===== config.mk =====
export PLATFORM = sky130hd
export DESIGN_NAME = line_follow_pid_drive_core
export DESIGN_NICKNAME = d
export VERILOG_FILES = /design/src/hdl/lfpd_pkg.sv /design/src/hdl/lfpd_front.sv /design/src/hdl/lfpd_cmd_queue.sv /design/src/hdl/lfpd_back.sv /design/src/hdl/line_follow_pid_drive_core.sv
export SDC_FILE = /design/constraint.sdc
export NUM_CORES = 2
export LEC_CHECK = 0
export BUFFER_PORTS_ARGS = -buffer_cell sky130_fd_sc_hd__buf_2
export CAP_MARGIN = 40
export CORE_MARGIN = 1
export CORE_UTILIZATION = 55
export DETAILED_ROUTE_END_ITERATION = 10
export PLACE_DENSITY = 0.7
export SLEW_MARGIN = 20
export SYNTH_ARGS = -nofsm -noshare
export SYNTH_HDL_FRONTEND = slang
export SYNTH_HIERARCHICAL = 1
export SYNTH_SLANG_ARGS = --single-unit

===== constraint.sdc =====
create_clock -name clock -period 8.6 [get_ports clock]
set_input_delay 0 -clock clock [delete_from_list [all_inputs] [get_ports clock]]
set_output_delay 0 -clock clock [all_outputs]
set_load 0.005 [all_outputs]

===== src/hdl/lfpd_pkg.sv =====
// Shared types, constants and the sensor error table for the line-follow PID drive.
// No dependencies; every other file in hdl imports this package.
`timescale 1ns / 1ps
package lfpd_pkg;

   localparam int INTEGRAL_BITS = 24;
   localparam int DUTY_LIMIT    = 9999;

   localparam int SENSOR_W = 8;
   localparam int GAIN_W   = 12;
   localparam int SPEED_W  = 14;
   localparam int ERROR_W  = 4;
   localparam int DELTA_W  = ERROR_W + 1;
   localparam int DUTY_W   = 14;
   localparam int CSR_IDX_W  = 2;
   localparam int CSR_DATA_W = SPEED_W;

   // product and sum widths; the integral product dominates
   localparam int PROD_P_W = GAIN_W + 1 + ERROR_W;
   localparam int PROD_I_W = GAIN_W + 1 + INTEGRAL_BITS;
   localparam int PROD_D_W = GAIN_W + 1 + DELTA_W;
   localparam int PID_W    = PROD_I_W + 2;

   localparam int DUTY_BITS = $clog2(DUTY_LIMIT + 1);
   localparam int CMD_W     = DUTY_BITS + 1;
   localparam int MAG_W     = (DUTY_BITS > DUTY_W) ? DUTY_BITS : DUTY_W;

   localparam int CMDQ_DEPTH = 2;
   localparam int CMDQ_PTR_W = $clog2(CMDQ_DEPTH);
   localparam int CMDQ_CNT_W = $clog2(CMDQ_DEPTH + 1);
   localparam int OUTQ_DEPTH = 4;
   localparam int OUTQ_PTR_W = $clog2(OUTQ_DEPTH);
   localparam int OUTQ_CNT_W = $clog2(OUTQ_DEPTH + 1);

   localparam logic [SENSOR_W-1:0] ALL_WHITE = '1;

   typedef enum logic [CSR_IDX_W-1:0] {
      REG_GAIN_P     = 2'd0,
      REG_GAIN_I     = 2'd1,
      REG_GAIN_D     = 2'd2,
      REG_BASE_SPEED = 2'd3
   } lfpd_reg_type;

   typedef struct packed {
      logic [GAIN_W-1:0]  gain_p;
      logic [GAIN_W-1:0]  gain_i;
      logic [GAIN_W-1:0]  gain_d;
      logic [SPEED_W-1:0] base_speed;
   } lfpd_cfg_type;

   // classified item handed from front to back
   typedef struct packed {
      logic signed [ERROR_W-1:0]       error;
      logic signed [DELTA_W-1:0]       delta;
      logic signed [INTEGRAL_BITS-1:0] sum;
      logic                            all_white;
   } lfpd_cmd_type;

   typedef struct packed {
      logic                      left_forward;
      logic [DUTY_W-1:0]         left_duty;
      logic                      right_forward;
      logic [DUTY_W-1:0]         right_duty;
      logic signed [ERROR_W-1:0] error_halves;
      logic                      all_white;
   } lfpd_rsp_type;

   typedef struct packed {
      logic [OUTQ_CNT_W-1:0] inflight;
   } lfpd_back_status_type;

   // position error in halves, L4..R4 from bit 7 down; unlisted patterns keep the old error
   function automatic logic signed [ERROR_W-1:0] lfpd_map_error(
      input logic [SENSOR_W-1:0]        s,
      input logic signed [ERROR_W-1:0]  keep
   );
      logic signed [ERROR_W-1:0] e;
      case (s)
         8'h7F, 8'h3F, 8'hBF, 8'h9F: e = 4'sd4;
         8'hDF:                      e = 4'sd2;
         8'hCF, 8'hEF:               e = 4'sd1;
         8'hE7:                      e = 4'sd0;
         8'hF7, 8'hF3:               e = -4'sd1;
         8'hFB:                      e = -4'sd2;
         8'hF9, 8'hFD, 8'hFC, 8'hFE: e = -4'sd4;
         8'h00:                      e = 4'sd0;
         default:                    e = keep;
      endcase
      return e;
   endfunction

endpackage


===== src/hdl/lfpd_front.sv =====
// Front end: takes sensor samples, maps them to an error and keeps the integral.
// Depends on lfpd_pkg.
`timescale 1ns / 1ps
module lfpd_front
   import lfpd_pkg::*;
(
   input  logic                clock,
   input  logic                reset,
   input  logic                req_push,
   input  logic [SENSOR_W-1:0] req_sensor_bits,
   input  logic                cmdq_full,
   output logic                cmd_push,
   output lfpd_cmd_type        cmd
);

   logic signed [ERROR_W-1:0]       held_error_ff, held_error_in;
   logic signed [INTEGRAL_BITS-1:0] error_sum_ff, error_sum_in;
   logic signed [ERROR_W-1:0]       error_now;
   logic signed [INTEGRAL_BITS:0]   sum_wide;
   logic signed [INTEGRAL_BITS-1:0] sum_sat;

   always_comb begin
      error_now = lfpd_map_error(req_sensor_bits, held_error_ff);
      sum_wide  = {error_sum_ff[INTEGRAL_BITS-1], error_sum_ff}
                + {{(INTEGRAL_BITS + 1 - ERROR_W){error_now[ERROR_W-1]}}, error_now};
      // saturate when the top two bits disagree
      if (sum_wide[INTEGRAL_BITS] != sum_wide[INTEGRAL_BITS-1]) begin
         sum_sat = sum_wide[INTEGRAL_BITS] ? {1'b1, {(INTEGRAL_BITS-1){1'b0}}}
                                           : {1'b0, {(INTEGRAL_BITS-1){1'b1}}};
      end else begin
         sum_sat = sum_wide[INTEGRAL_BITS-1:0];
      end

      cmd_push      = req_push && !cmdq_full;
      cmd.error     = error_now;
      cmd.delta     = {error_now[ERROR_W-1], error_now}
                    - {held_error_ff[ERROR_W-1], held_error_ff};
      cmd.sum       = sum_sat;
      cmd.all_white = (req_sensor_bits == ALL_WHITE);

      held_error_in = cmd_push ? error_now : held_error_ff;
      error_sum_in  = cmd_push ? sum_sat : error_sum_ff;
   end

   always_ff @(posedge clock) begin
      if (reset) begin
         held_error_ff <= '0;
         error_sum_ff  <= '0;
      end else begin
         held_error_ff <= held_error_in;
         error_sum_ff  <= error_sum_in;
      end
   end

endmodule


===== src/hdl/lfpd_cmd_queue.sv =====
// Short queue of classified items between the front and the back.
// Depends on lfpd_pkg.
`timescale 1ns / 1ps
module lfpd_cmd_queue
   import lfpd_pkg::*;
(
   input  logic         clock,
   input  logic         reset,
   input  logic         push,
   input  lfpd_cmd_type push_item,
   output logic         full,
   input  logic         pop,
   output logic         valid,
   output lfpd_cmd_type head
);

   lfpd_cmd_type            entry_ff [CMDQ_DEPTH];
   logic [CMDQ_PTR_W-1:0]   wr_ptr_ff, wr_ptr_in;
   logic [CMDQ_PTR_W-1:0]   rd_ptr_ff, rd_ptr_in;
   logic [CMDQ_CNT_W-1:0]   count_ff, count_in;
   logic                    do_push, do_pop;

   always_comb begin
      full    = (count_ff == CMDQ_CNT_W'(CMDQ_DEPTH));
      valid   = (count_ff != '0);
      head    = entry_ff[rd_ptr_ff];
      do_push = push && !full;
      do_pop  = pop && valid;

      wr_ptr_in = wr_ptr_ff;
      rd_ptr_in = rd_ptr_ff;
      count_in  = count_ff;
      if (do_push) begin
         wr_ptr_in = (wr_ptr_ff == CMDQ_PTR_W'(CMDQ_DEPTH - 1)) ? '0 : wr_ptr_ff + 1'b1;
      end
      if (do_pop) begin
         rd_ptr_in = (rd_ptr_ff == CMDQ_PTR_W'(CMDQ_DEPTH - 1)) ? '0 : rd_ptr_ff + 1'b1;
      end
      if (do_push && !do_pop) begin
         count_in = count_ff + 1'b1;
      end else if (do_pop && !do_push) begin
         count_in = count_ff - 1'b1;
      end
   end

   always_ff @(posedge clock) begin
      if (reset) begin
         wr_ptr_ff <= '0;
         rd_ptr_ff <= '0;
         count_ff  <= '0;
      end else begin
         wr_ptr_ff <= wr_ptr_in;
         rd_ptr_ff <= rd_ptr_in;
         count_ff  <= count_in;
      end
   end

   always_ff @(posedge clock) begin
      if (do_push) begin
         entry_ff[wr_ptr_ff] <= push_item;
      end
   end

endmodule


===== src/hdl/lfpd_back.sv =====
// Back end: PID products, halving, wheel clamps and the result queue.
// Depends on lfpd_pkg.
`timescale 1ns / 1ps
module lfpd_back
   import lfpd_pkg::*;
(
   input  logic                 clock,
   input  logic                 reset,
   input  lfpd_cfg_type         cfg,
   input  logic                 cmd_valid,
   input  lfpd_cmd_type         cmd,
   output logic                 cmd_pop,
   input  logic                 rsp_pop,
   output logic                 rsp_empty,
   output lfpd_rsp_type         rsp,
   output lfpd_back_status_type status
);

   localparam logic signed [PID_W:0] LIMIT_POS = (PID_W + 1)'(DUTY_LIMIT);
   localparam logic signed [PID_W:0] LIMIT_NEG = -LIMIT_POS;

   // stage 1: products
   logic                         s1_valid_ff, s1_valid_in;
   logic signed [PROD_P_W-1:0]   s1_prod_p_ff;
   logic signed [PROD_I_W-1:0]   s1_prod_i_ff;
   logic signed [PROD_D_W-1:0]   s1_prod_d_ff;
   logic signed [ERROR_W-1:0]    s1_error_ff;
   logic                         s1_white_ff;

   // stage 2: halved PID value
   logic                         s2_valid_ff, s2_valid_in;
   logic signed [PID_W-1:0]      s2_pid_ff;
   logic signed [ERROR_W-1:0]    s2_error_ff;
   logic                         s2_white_ff;

   logic signed [PID_W-1:0]      pid_sum;
   logic signed [PID_W-1:0]      pid_half;

   logic signed [PID_W:0]        base_ext, pid_ext, left_raw, right_raw, left_clip, right_clip;
   logic signed [CMD_W-1:0]      left_cmd, right_cmd, left_abs, right_abs;
   logic [MAG_W-1:0]             left_mag, right_mag;
   lfpd_rsp_type                 result;

   // result queue
   lfpd_rsp_type                 outq_ff [OUTQ_DEPTH];
   logic [OUTQ_PTR_W-1:0]        wr_ptr_ff, wr_ptr_in, rd_ptr_ff, rd_ptr_in;
   logic [OUTQ_CNT_W-1:0]        count_ff, count_in;
   logic [OUTQ_CNT_W-1:0]        inflight;
   logic                         do_pop;

   always_comb begin
      // hold items back unless the result queue can take everything in flight
      inflight = OUTQ_CNT_W'(s1_valid_ff) + OUTQ_CNT_W'(s2_valid_ff) + count_ff;
      cmd_pop  = cmd_valid && (inflight < OUTQ_CNT_W'(OUTQ_DEPTH));
      status.inflight = inflight;
      s1_valid_in = cmd_pop;
      s2_valid_in = s1_valid_ff;

      pid_sum  = PID_W'(s1_prod_p_ff) + PID_W'(s1_prod_i_ff) + PID_W'(s1_prod_d_ff);
      // halve toward zero: bias negative sums by one before the shift
      pid_half = (pid_sum + $signed(PID_W'(pid_sum[PID_W-1]))) >>> 1;

      base_ext  = $signed({{(PID_W + 1 - SPEED_W){1'b0}}, cfg.base_speed});
      pid_ext   = {s2_pid_ff[PID_W-1], s2_pid_ff};
      left_raw  = base_ext - pid_ext;
      right_raw = base_ext + pid_ext;

      if (left_raw > LIMIT_POS) begin
         left_clip = LIMIT_POS;
      end else if (left_raw < LIMIT_NEG) begin
         left_clip = LIMIT_NEG;
      end else begin
         left_clip = left_raw;
      end
      if (right_raw > LIMIT_POS) begin
         right_clip = LIMIT_POS;
      end else if (right_raw < LIMIT_NEG) begin
         right_clip = LIMIT_NEG;
      end else begin
         right_clip = right_raw;
      end

      left_cmd  = left_clip[CMD_W-1:0];
      right_cmd = right_clip[CMD_W-1:0];
      left_abs  = left_cmd[CMD_W-1] ? -left_cmd : left_cmd;
      right_abs = right_cmd[CMD_W-1] ? -right_cmd : right_cmd;
      left_mag  = MAG_W'(left_abs[DUTY_BITS-1:0]);
      right_mag = MAG_W'(right_abs[DUTY_BITS-1:0]);

      // left command is negated: forward when the clamped left speed is negative
      result.left_forward  = left_cmd[CMD_W-1];
      result.left_duty     = left_mag[DUTY_W-1:0];
      result.right_forward = !right_cmd[CMD_W-1] && (right_cmd != '0);
      result.right_duty    = right_mag[DUTY_W-1:0];
      result.error_halves  = s2_error_ff;
      result.all_white     = s2_white_ff;

      rsp_empty = (count_ff == '0);
      rsp       = outq_ff[rd_ptr_ff];
      do_pop    = rsp_pop && !rsp_empty;

      wr_ptr_in = s2_valid_ff ? wr_ptr_ff + 1'b1 : wr_ptr_ff;
      rd_ptr_in = do_pop ? rd_ptr_ff + 1'b1 : rd_ptr_ff;
      count_in  = count_ff;
      if (s2_valid_ff && !do_pop) begin
         count_in = count_ff + 1'b1;
      end else if (do_pop && !s2_valid_ff) begin
         count_in = count_ff - 1'b1;
      end
   end

   always_ff @(posedge clock) begin
      if (reset) begin
         s1_valid_ff <= 1'b0;
         s2_valid_ff <= 1'b0;
         wr_ptr_ff   <= '0;
         rd_ptr_ff   <= '0;
         count_ff    <= '0;
      end else begin
         s1_valid_ff <= s1_valid_in;
         s2_valid_ff <= s2_valid_in;
         wr_ptr_ff   <= wr_ptr_in;
         rd_ptr_ff   <= rd_ptr_in;
         count_ff    <= count_in;
      end
   end

   always_ff @(posedge clock) begin
      if (cmd_pop) begin
         s1_prod_p_ff <= $signed({1'b0, cfg.gain_p}) * cmd.error;
         s1_prod_i_ff <= $signed({1'b0, cfg.gain_i}) * cmd.sum;
         s1_prod_d_ff <= $signed({1'b0, cfg.gain_d}) * cmd.delta;
         s1_error_ff  <= cmd.error;
         s1_white_ff  <= cmd.all_white;
      end
      if (s1_valid_ff) begin
         s2_pid_ff   <= pid_half;
         s2_error_ff <= s1_error_ff;
         s2_white_ff <= s1_white_ff;
      end
      if (s2_valid_ff) begin
         outq_ff[wr_ptr_ff] <= result;
      end
   end

endmodule


===== src/hdl/line_follow_pid_drive_core.sv =====
// A result reaches rsp_ via the command queue, stages 1 and 2 and the result queue.
// Throughput: one sample per cycle while req_full is low, set by the back end's queue.
// Reset: synchronous; clears the error, the integral and both queues, and loads
// gains 500/0/0 and base speed 4000. csr_ready is always high.
// Depends on lfpd_pkg, lfpd_front, lfpd_cmd_queue and lfpd_back.
`timescale 1ns / 1ps
module line_follow_pid_drive_core
   import lfpd_pkg::*;
(
   input  logic                      clock,
   input  logic                      reset,
   input  logic                      req_push,
   output logic                      req_full,
   input  logic [SENSOR_W-1:0]       req_sensor_bits,
   output logic                      rsp_empty,
   input  logic                      rsp_pop,
   output logic                      rsp_left_forward,
   output logic [DUTY_W-1:0]         rsp_left_duty,
   output logic                      rsp_right_forward,
   output logic [DUTY_W-1:0]         rsp_right_duty,
   output logic signed [ERROR_W-1:0] rsp_error_halves,
   output logic                      rsp_all_white,
   input  logic                      csr_valid,
   output logic                      csr_ready,
   input  logic [CSR_IDX_W-1:0]      csr_index,
   input  logic [CSR_DATA_W-1:0]     csr_data
);

   lfpd_cfg_type         cfg_ff, cfg_in;
   logic                 cmd_push, cmd_pop, cmd_valid;
   lfpd_cmd_type         cmd_new, cmd_head;
   lfpd_rsp_type         rsp;
   lfpd_back_status_type back_status;

   always_comb begin
      csr_ready = 1'b1;
      cfg_in    = cfg_ff;
      if (csr_valid) begin
         case (lfpd_reg_type'(csr_index))
            REG_GAIN_P:     cfg_in.gain_p     = csr_data[GAIN_W-1:0];
            REG_GAIN_I:     cfg_in.gain_i     = csr_data[GAIN_W-1:0];
            REG_GAIN_D:     cfg_in.gain_d     = csr_data[GAIN_W-1:0];
            REG_BASE_SPEED: cfg_in.base_speed = csr_data[SPEED_W-1:0];
            default:        cfg_in = cfg_ff;
         endcase
      end
   end

   always_ff @(posedge clock) begin
      if (reset) begin
         cfg_ff.gain_p     <= GAIN_W'(500);
         cfg_ff.gain_i     <= '0;
         cfg_ff.gain_d     <= '0;
         cfg_ff.base_speed <= SPEED_W'(4000);
      end else begin
         cfg_ff <= cfg_in;
      end
   end

   lfpd_front u_front (
      .clock           (clock),
      .reset           (reset),
      .req_push        (req_push),
      .req_sensor_bits (req_sensor_bits),
      .cmdq_full       (req_full),
      .cmd_push        (cmd_push),
      .cmd             (cmd_new)
   );

   lfpd_cmd_queue u_cmd_queue (
      .clock     (clock),
      .reset     (reset),
      .push      (cmd_push),
      .push_item (cmd_new),
      .full      (req_full),
      .pop       (cmd_pop),
      .valid     (cmd_valid),
      .head      (cmd_head)
   );

   lfpd_back u_back (
      .clock     (clock),
      .reset     (reset),
      .cfg       (cfg_ff),
      .cmd_valid (cmd_valid),
      .cmd       (cmd_head),
      .cmd_pop   (cmd_pop),
      .rsp_pop   (rsp_pop),
      .rsp_empty (rsp_empty),
      .rsp       (rsp),
      .status    (back_status)
   );

   assign rsp_left_forward  = rsp.left_forward;
   assign rsp_left_duty     = rsp.left_duty;
   assign rsp_right_forward = rsp.right_forward;
   assign rsp_right_duty    = rsp.right_duty;
   assign rsp_error_halves  = rsp.error_halves;
   assign rsp_all_white     = rsp.all_white;

   a_empty_after_reset: assert property (@(posedge clock) reset |=> rsp_empty)
      else $error("result queue not empty after reset");

   a_credit_bound: assert property (@(posedge clock) disable iff (reset)
      back_status.inflight <= OUTQ_CNT_W'(OUTQ_DEPTH))
      else $error("back end holds more items than the result queue can take");

   a_duty_bound: assert property (@(posedge clock) disable iff (reset)
      !rsp_empty |-> (32'(rsp_left_duty) <= 32'(DUTY_LIMIT))
                  && (32'(rsp_right_duty) <= 32'(DUTY_LIMIT)))
      else $error("wheel duty above the limit");

   a_error_range: assert property (@(posedge clock) disable iff (reset)
      !rsp_empty |-> (rsp_error_halves >= -4'sd4) && (rsp_error_halves <= 4'sd4))
      else $error("error out of range");

endmodule

==> out/results.tsv <==
metric	value	unit
post-route setup TNS	0	ps
Routed Antenna Nets	0	
drt drc	0	
RR Endpoint	u_back/s1_prod_i_ff[36]$_DFFE_PP_	
syn nets	4345	
Final GP Congestion	0.9241	
CP Capture Type	register	
actual slew at the worst max-slew pin	913.9	ps
Setup crit start kind	register	
drt total wl	83.11	mm
synthesized netlist cell count	3706	
H-tree lvl count	2	
Worst slew margin	38.27	%
status	finished clean	
row count	95	
vias per cell	5.707	
I/O pin total	67	
core box area	67630	um2
RSZ-0062 raised after global routing	false	
Critical Path RT	8920	ps
Design Power	16.95	mW
Layout area overhead	7.779	%
syn_area_per_cell	10.23	um2
Syn Std Cell Area	37910	um2
die span in x	264.5	um
min-delay src	req_sensor_bits[4]	
CTS buffer count	47	
Clock Latency Late Sink	610	ps
gr ovfl total	0	
CP max stage delay	660	ps
critical path arrival	7560	ps
largest net degree at the start of global routing	72	
most frequent CP cell	fa_1	
initial antenna violation count	0	
fin crit share	84.13	%
Final Max Tran Viols	0	
Clock transition at path regs	60	ps
final hold violation count	0	
# diodes	0	
maximum vdd ir drop	0.3276	mV
Post-CTS Setup Inserts	0	
Pleak	17.43	nW
Post-CTS Hold Buffers	27	
clock root buffer	clkbuf_16	
reg2reg setup slack	1360	ps
via total after detailed routing	26510	
# clock sinks	422	
multi-input logic area	23950	um2
post-DP HPWL	64.43	mm
total track usage	24.24	%
PortBufs	65	
Filler cells	5557	
Iter 0 DRT Violations	1563	
warnings from Yosys	6	
Min-Delay Path Class	in2reg	
CTS resizes	0	
fin crit period	7235	ps
CP Class	reg2reg	
Wirelength per Cell	17.90	um
layout cells sized above 1	8.433	%
max cap viols	0	
vias in the first global route	26990	
Worst path slowest cell	dfxtp_1	
maximum achievable frequency	138.2	MHz
P per Cell Area	414.8	nW/um2
Starting Density	56.05	%
Register-to-Register Path Depth	22	
FF+latch area	11730	um2
Final setup viols	0	
critical path cell sequence	buf_4 > mux2_2 > nand2_1 > fa_1 > inv_1 > fa_1 > fa_1 > inv_1 > fa_1 > inv_1 > fa_1 > ha_1 > a21oi_1 > nand2_1 > o21ai_0 > o22ai_1 > a311oi_1 > o211ai_1 > a21o_1 > a211o_1 > a21oi_1 > xnor2_1	
CTS tree	done	
die area	69980	um2
die span in y	264.5	um
Nets	4375	
first-pass GRT wire length	137.6	mm
CP endpoint	u_back/s1_prod_i_ff[36]$_DFFE_PP_	
clock buffer depth	3	
Pre-Repair DR Iteration Count	6	
clk_skew	38.06	ps
Max FO, Critical Path	14	
==> metrics by stage <==
step	area, um2	std cells	worst slack (ps)	util, %	hold slack, ps
2_1_floorplan	37910	3706	2117	-	69.07
3_3_place_gp	38910	4522	1405	57.54	279.7
3_5_place_dp	39010	4530	1387	57.68	290.9
4_1_cts	40800	4641	1348	60.33	10.68
5_1_grt	40860	4644	898.1	60.41	35.94
6_report	40860	4644	1365	60.41	28.75
==> critical path, delay by kind of cell, from the launching register on <==
| kind | cells | cell delay, ps |
|---|---|---|
| buffers and inverters | 4 | 510 |
| muxes | 1 | 470 |
| adders and majority gates | 6 | 2660 |
| AOI/OAI and AO/OA | 8 | 2400 |
| DFF | 1 | 660 |
| xor gates and xnor gates | 1 | 80 |
| and+or+nand+nor | 2 | 190 |
==> state kept, by name, indices dropped and copies added, names as in the netlist, 17 cells and up, named ones only <==
name,count
cfg_ff,50
u_back/outq_ff,140
u_back/s1_prod_d_ff,18
u_back/s1_prod_i_ff,37
u_back/s1_prod_p_ff,17
u_back/s2_pid_ff,38
u_cmd_queue/entry_ff,68
u_front/error_sum_ff,24
==> cell usage in the layout (no fill, tap or decap), drive strengths merged, types with 43 or more instances in the layout <==
master,count
a211oi,44
a21o,58
a21oi,149
and2,201
buf,104
clkbuf,55
dfxtp,94
edfxtp,328
fa,354
ha,256
inv,434
mux2,43
mux2i,60
nand2,385
nand2b,93
nand3,60
nor2,192
nor3,59
o21ai,94
xnor2,120
xor2,70
==> area by class of cell <==
cell class	count	area share, %
multi-input combinational	2708	58.62
sequential	422	28.72
inverter	426	3.914
clock buffer	55	2.977
tap	873	2.673
timing repair buffer	131	2.352
clock inverter	29	0.7472
==> power by group <==
part | switching (mW) | leakage, nW | internal, mW
registers | 0.438 | 3.82 | 3.26
clock network | 0.850 | 0.745 | 1.12
logic | 6.82 | 12.9 | 4.45
==> worst min-delay path by stage <==
stage	slack [ps]	cells past startpoint	to
after detailed placement	290	3	cfg_ff[11]$_SDFFE_PP1P_
after global placement	280	3	cfg_ff[11]$_SDFFE_PP1P_
after global routing	40	4	u_cmd_queue/entry_ff[1][30]$_DFFE_PP_
after floorplan	70	1	u_cmd_queue/count_ff[1]$_SDFFE_PP0P_
final	30	4	u_cmd_queue/entry_ff[1][30]$_DFFE_PP_
after CTS	10	4	u_cmd_queue/entry_ff[1][30]$_DFFE_PP_
==> per-layer routing <==
layer  GRT usage, %  part of all wire (%)  wire [um]  up-vias
met4          7.920                   3.0       2460        0
met1          30.94                    44      36280    13050
met3          2.945                   4.1       3371      143
met2          42.73                    49      41000      597
li1               -                     -          -    12720
met5              0                     0          0        -
Note: power is estimated with default switching activity, not from simulation.
